**src/hdl/dehist_pkg.sv**
```systemverilog
// Shared types and codes of the detector event histogrammer.
package dehist_pkg;

  localparam int unsigned HIST_ADDR_BITS = 18;

  typedef enum logic [1:0] {
    OP_EVENT = 2'd0,
    OP_READ  = 2'd1,
    OP_CLEAR = 2'd2
  } opcode_e;

  typedef enum logic [2:0] {
    OUT_NEUTRON   = 3'd0,
    OUT_GHOST     = 3'd1,
    OUT_TRIGGER   = 3'd2,
    OUT_TRIG_BAD  = 3'd3,
    OUT_READ      = 3'd4,
    OUT_CLEARED   = 3'd5
  } outcome_e;

  typedef enum logic [2:0] {
    SEL_POS    = 3'd0,
    SEL_AMP    = 3'd1,
    SEL_CHAN   = 3'd2,
    SEL_TUBE   = 3'd3,
    SEL_TRIG   = 3'd4,
    SEL_EVENTS = 3'd5
  } store_sel_e;

  localparam logic CFG_OLD_EIGHT_BIT = 1'b0;
  localparam logic CFG_STRIP_SIXTEEN = 1'b1;

  typedef enum logic [1:0] {
    ST_CLEAR,
    ST_IDLE,
    ST_ISSUE,
    ST_FINISH
  } state_e;

  typedef enum logic [1:0] {
    CMD_NONE,
    CMD_READ,
    CMD_BUMP,
    CMD_WIPE
  } store_cmd_e;

  typedef struct packed {
    logic [1:0]  opcode;
    logic [15:0] word_low;
    logic [15:0] word_mid;
    logic [15:0] word_high;
    logic [1:0]  module_number;
    logic        buffer_start;
    logic [2:0]  store_select;
    logic [7:0]  read_row;
    logic [9:0]  read_column;
  } in_item_t;

  typedef struct packed {
    outcome_e    outcome;
    logic [7:0]  channel;
    logic [9:0]  position;
    logic [9:0]  amplitude;
    logic [7:0]  tube_index;
    logic [3:0]  trigger_source;
    logic [20:0] trigger_data;
    logic [47:0] read_value;
  } out_item_t;

  typedef struct packed {
    logic        is_trig;
    logic [3:0]  src;
    logic [20:0] data;
    logic        src_ok;
    logic        ghost;
    logic [7:0]  chan;
    logic [9:0]  pos;
    logic [9:0]  amp;
    logic [7:0]  tube;
    logic        chan_ok;
    logic        pos_ok;
    logic        amp_ok;
    logic        tube_ok;
  } decode_t;

  typedef struct packed {
    store_cmd_e                kind;
    logic [HIST_ADDR_BITS-1:0] pos_addr;
    logic [HIST_ADDR_BITS-1:0] amp_addr;
    logic [7:0]                chan_idx;
    logic [7:0]                tube_idx;
    logic                      pos_en;
    logic                      amp_en;
    logic                      chan_en;
    logic                      tube_en;
  } store_cmd_t;

endpackage

```
**src/hdl/dehist_decode.sv**
```systemverilog
// Event word decode: trigger fields, channel, position, amplitude, tube, ghost.
module dehist_decode #(
  parameter int unsigned CHANNELS        = 256,
  parameter int unsigned BINS            = 1024,
  parameter int unsigned TRIGGER_SOURCES = 8
) (
  input  dehist_pkg::in_item_t item_i,
  input  logic [31:0]          old_mask_i,
  input  logic [31:0]          strip_mask_i,
  input  logic                 seen_i,
  output dehist_pkg::decode_t  dec_o
);

  logic [15:0] wm, wh;
  logic [4:0]  sub;
  logic [7:0]  local_idx, chan;
  logic [9:0]  pos_raw, amp_raw, pos, amp;
  logic        old8, first;

  assign wm        = item_i.word_mid;
  assign wh        = item_i.word_high;
  assign sub       = {item_i.module_number, wh[14:12]};
  assign local_idx = {2'b00, wh[14:12], 3'b000} + {3'b000, wh[11:7]};
  assign chan      = local_idx + {item_i.module_number, 6'b000000};
  assign pos_raw   = wm[12:3];
  assign amp_raw   = {wh[6:0], wm[15:13]};
  assign old8      = old_mask_i[sub];
  assign pos       = old8 ? (pos_raw >> 2) : pos_raw;
  assign amp       = old8 ? (amp_raw >> 2) : amp_raw;
  assign first     = item_i.buffer_start | ~seen_i;

  always_comb begin
    dec_o         = '0;
    dec_o.is_trig = wh[15];
    dec_o.src     = wh[11:8];
    dec_o.data    = {wh[7:0], wm[15:3]};
    dec_o.src_ok  = {1'b0, wh[11:8]} < 5'(TRIGGER_SOURCES);
    dec_o.chan    = chan;
    dec_o.pos     = pos;
    dec_o.amp     = amp;
    dec_o.ghost   = first && (local_idx == 8'd0) && (pos == 10'd0) && (amp == 10'd0);
    dec_o.tube    = strip_mask_i[sub] ? {chan[6:0], pos[9]} : chan;
    dec_o.chan_ok = {1'b0, chan} < 9'(CHANNELS);
    dec_o.tube_ok = {1'b0, dec_o.tube} < 9'(CHANNELS);
    dec_o.pos_ok  = {1'b0, pos} < 11'(BINS);
    dec_o.amp_ok  = {1'b0, amp} < 11'(BINS);
  end

endmodule

```
**config.mk**
```make
export PLATFORM = sky130hd
export DESIGN_NAME = dehist_decode
export DESIGN_NICKNAME = d
export VERILOG_FILES = /design/src/hdl/dehist_pkg.sv /design/src/hdl/dehist_decode.sv
export SDC_FILE = /design/constraint.sdc
export NUM_CORES = 1
export LEC_CHECK = 0
export BUFFER_PORTS_ARGS = -buffer_cell sky130_fd_sc_hd__clkbuf_2
export CAP_MARGIN = 10
export CORE_AREA = 4 4 78 80
export DETAILED_ROUTE_END_ITERATION = 8
export DIE_AREA = 0 0 82 84
export GPL_TIMING_DRIVEN = 0
export PLACE_DENSITY_LB_ADDON = 0.15
export REMOVE_ABC_BUFFERS = 1
export SETUP_SLACK_MARGIN = 0.05
export SLEW_MARGIN = 0
export SYNTH_ARGS = -nofsm -noshare
export SYNTH_HDL_FRONTEND = slang
export SYNTH_SLANG_ARGS = --single-unit
```
**constraint.sdc**
```tcl
create_clock -name vclk -period 3.6
set_clock_uncertainty 0.2 [all_clocks]
set_input_delay 0.36 -clock vclk [all_inputs]
set_output_delay 0.36 -clock vclk [all_outputs]
set_load 0.01 [all_outputs]
```
**Word-level counts from Yosys, hierarchy flattened**

Cells that the tools add are included.

- Bits of input ports: 139
- Logic and storage cells: 19
- Bits in registers: 0
- Output and inout bits: 68

- Magnitude comparators: 2
- Bitwise logic cells: 2
- Reduce and logical (&&, ||, !) cells: 6
- Multiplexer cells: 7
- Add/subtract/negate cells: 2

Operators with widths:

| kind | number |
|---|---|
| zero test 10 bit | 2 |
| two-way mux 10 bit | 2 |
| binary-select mux 1 bit (select 5 bit) | 2 |
| adder 7 x 8 -> 8 bit | 1 |
| zero test 8 bit | 1 |
| two-way mux 8 bit | 1 |
| adder 6 x 5 -> 7 bit | 1 |
| < comparator 5 x 6 -> 1 bit (second input constant) | 1 |
| < comparator 4 bit (second input constant) | 1 |
| logical AND 1 bit | 3 |
| two-way mux 1 bit | 2 |
| inverter 1 bit | 1 |
| OR 1 bit | 1 |

**Longest topological paths before layout**

- Word-level depth: 6
- Gate-level depth with buffers: 9
- Gate-level depth less buffers: 8

**Least setup slack after synthesis**

No wires, ideal clock.

- Path type: input-to-output
- Start point: in item_i[37] (netlist name)
- End point: out dec_o[40] (netlist name)
- Data required time: 3.040 ns
- Path buffers: 2
- Data arrival time: 2.350 ns
- Path slack: 0.690 ns
- Stages: 9
- Cells stage by stage: buf_2 buf_2 inv_1 fa_1 inv_1 nor4_1 nand2_1 or4_1 a21oi_1

RTL lines:

| item | line | text |
|---|---|---|
| start: declaration | dehist_decode.sv:7 | `input dehist_pkg::in_item_t item_i,` |
| end: declaration | dehist_decode.sv:11 | `output dehist_pkg::decode_t dec_o` |

==> impl_results.md <==
- Status: finished, final reports clean
- PwrDens: 172.0 mW/mm^2
- Most frequent cells in the layout: 158 x clkbuf_2, 17 x mux2_2, 15 x mux2i_1, 10 x mux4_2, 7 x nand2_1
- GP Congestion: 0.6291
- Max cap viols: 0
- Storage cell area: 0 sq um
- Sequential power share: 0
- Vias/cell: 4.613
- Crit path max fanout: 14
- Die width: 82 microns
- Worst-margin pin slew: 0.9631 ns
- Mapped cell area: 0.001299 sq mm
- DRT antenna net count: 0
- Int Pwr: 0.1734 mW
- Net Sw Frac: 0.4913
- Drt first pass iters: 2
- Critical path data arrival time: 2.79 ns
- Synth cell types: 31
- FF+latch count: 0
- Rows: 27
- Area Overhead vs Synth: 52.60%
- DR WL/cell: 14.57 microns
- Starting Density: 0.2403
- Dpl hpwl: 4376 microns
- Post-Route WL: 5041 microns
- Max_slew headroom: 0.3511
- Vias: 1596
- Crit path max-delay family: multiplexers
- Tcrit/Tclk final: 0.9298
- Vias in the first global route: 1580
- Antenna cells: 0
- Largest net degree at the start of global routing: 28
- WP buf/inv: 2
- Seq/Total Area, Yosys: 0
- Comb pwr share: 1.000
- Most common cell after layout, fill and taps aside: clkbuf_2
- Design Area, Final: 0.001982 sq mm
- Area post-placement: 0.001922 sq mm
- IO Port Bufs: 159
- Crit end category: output pin
- Clock buffers: 0
- Post-layout util: 0.3667
- Leak: 1.081 nW
- Synth Area per Inst: 8.658 sq um
- Switch Pwr: 0.1675 mW
- Max IR drop VDD: 0.06096 mV
- CP startpoint kind: primary input
- Post-layout net count: 419
- Share of cells above drive strength 1: 0.6971
- Hold Vio Cnt, Final: 0
- Fin crit period: 3.347 ns
- CP required: 3.04 ns
- Post-Place Cells: 343
- Crit-path cells: clkbuf_2, mux4_2, mux4_2, mux2i_2, mux2_2, clkbuf_2
- Worst hold path type: primary input to output pin
- Die area: 0.006888 sq mm
- Residual DRC: 0
- Tot GR Track Use: 0.1309
- Slowest-stage cell, CP: mux4_2
- CP max stage delay: 0.56 ns
- Clock share of power: 0
- YS warnings: 0
- Initial antenna violation count: 0
- Setup CP Type: primary input to output pin
- First-pass GRT wire length: 7348 microns
- IO Pins: 207
- Initial drt markers: 18
- RSZ-0062 raised after global routing: false
- Setup TNS: 0 ns
- Final setup fails: 0
- Fmax: 298.7 MHz
- CORE AREA: 0.005405 sq mm
- Pins Over Slew Limit: 0
- Die Span Y: 84 microns
- Grt total ovfl: 0
- Final Non-Filler Cells: 346
- Post-Syn Instances: 150
final timing paths:
| kind | from | end | slack (ns) | cells after the start |
|---|---|---|---|---|
| min | item_i[39] | dec_o[67] | 0.52 | 0 |
| max | item_i[36] | dec_o[11] | 0.25 | 6 |
routing by layer:
layer / share of wire / GRT usage / wire length [microns]
met1: 0.39 / 0.1619 / 1979
met2: 0.47 / 0.2388 / 2353
met3: 0.14 / 0.03132 / 708
met4: 0 / 0 / 0
met5: 0 / 0 / 0
per-stage QoR:
step / hold slack [ns] / total power, mW / setup WS [ns]
2_1_floorplan: 0.5200 / 0.1544 / 0.1551
3_3_place_gp: 0.5206 / 0.3246 / -1.289
3_5_place_dp: 0.5206 / 0.3262 / -0.09715
4_1_cts: 0.5206 / 0.3352 / 0.1427
5_1_grt: 0.5202 / 0.3747 / 0.05914
6_report: 0.5202 / 0.3409 / 0.2527
cells in the mapped netlist (all sizes together):
library cell   n  area share
nor3           1      0.0038
a311oi         1      0.0067
a211oi         1      0.0058
conb           1      0.0029
nand2          7       0.020
nand2b         2      0.0096
mux4          10        0.17
a21oi          6       0.023
a2111oi        1      0.0067
inv            6       0.017
a22oi          4       0.023
buf           40        0.22
nor4           4       0.019
fa             1       0.015
xor2           1      0.0067
nor2           4       0.012
a311o          1      0.0077
nand4          2      0.0096
xnor2          1      0.0067
o21ai          2      0.0077
ha             3       0.029
o31ai          1      0.0058
mux2i         16        0.12
nand3          2      0.0077
nor2b          4       0.019
or4            2       0.012
and2           4       0.019
mux2          21        0.18
clkbuf         1      0.0029
kinds of logic (layout without fill, tap and decap cells):
kind of cell,after synthesis,count (layout),share of synthesized area
AO/OA/AOI/OAI,17,18,0.08671
adder cells (fa/ha/maj),4,4,0.04432
XOR/XNOR,2,2,0.01349
buffers and inverters,47,167,0.2418
multiplexers,47,47,0.4788
other,1,4,0.002887
AND/OR/NAND/NOR,32,32,0.1320
what timing repair did:
action	CTS	global route
setup endpoints to repair	22	20
cloned	1	0
pin swaps	1	2
gates resized for setup	2	1
setup buffers	0	2
hold buffers	0	0
final cells by class:
type               count  area (sq um)
inverters              6         22.52
repair buffers       161         825.8
fillers              595          3423
multi-input cells    107          1044
well taps             72         90.09
power groups by stage:
stage               clock network, mW  registers [mW]  logic [mW]
floorplan                           0               0       0.154
finish                              0               0       0.341
detailed placement                  0               0       0.326
global placement                    0               0       0.325
global route                        0               0       0.375
CTS                                 0               0       0.335
No activity file was read; power rests on OpenSTA's default activity.
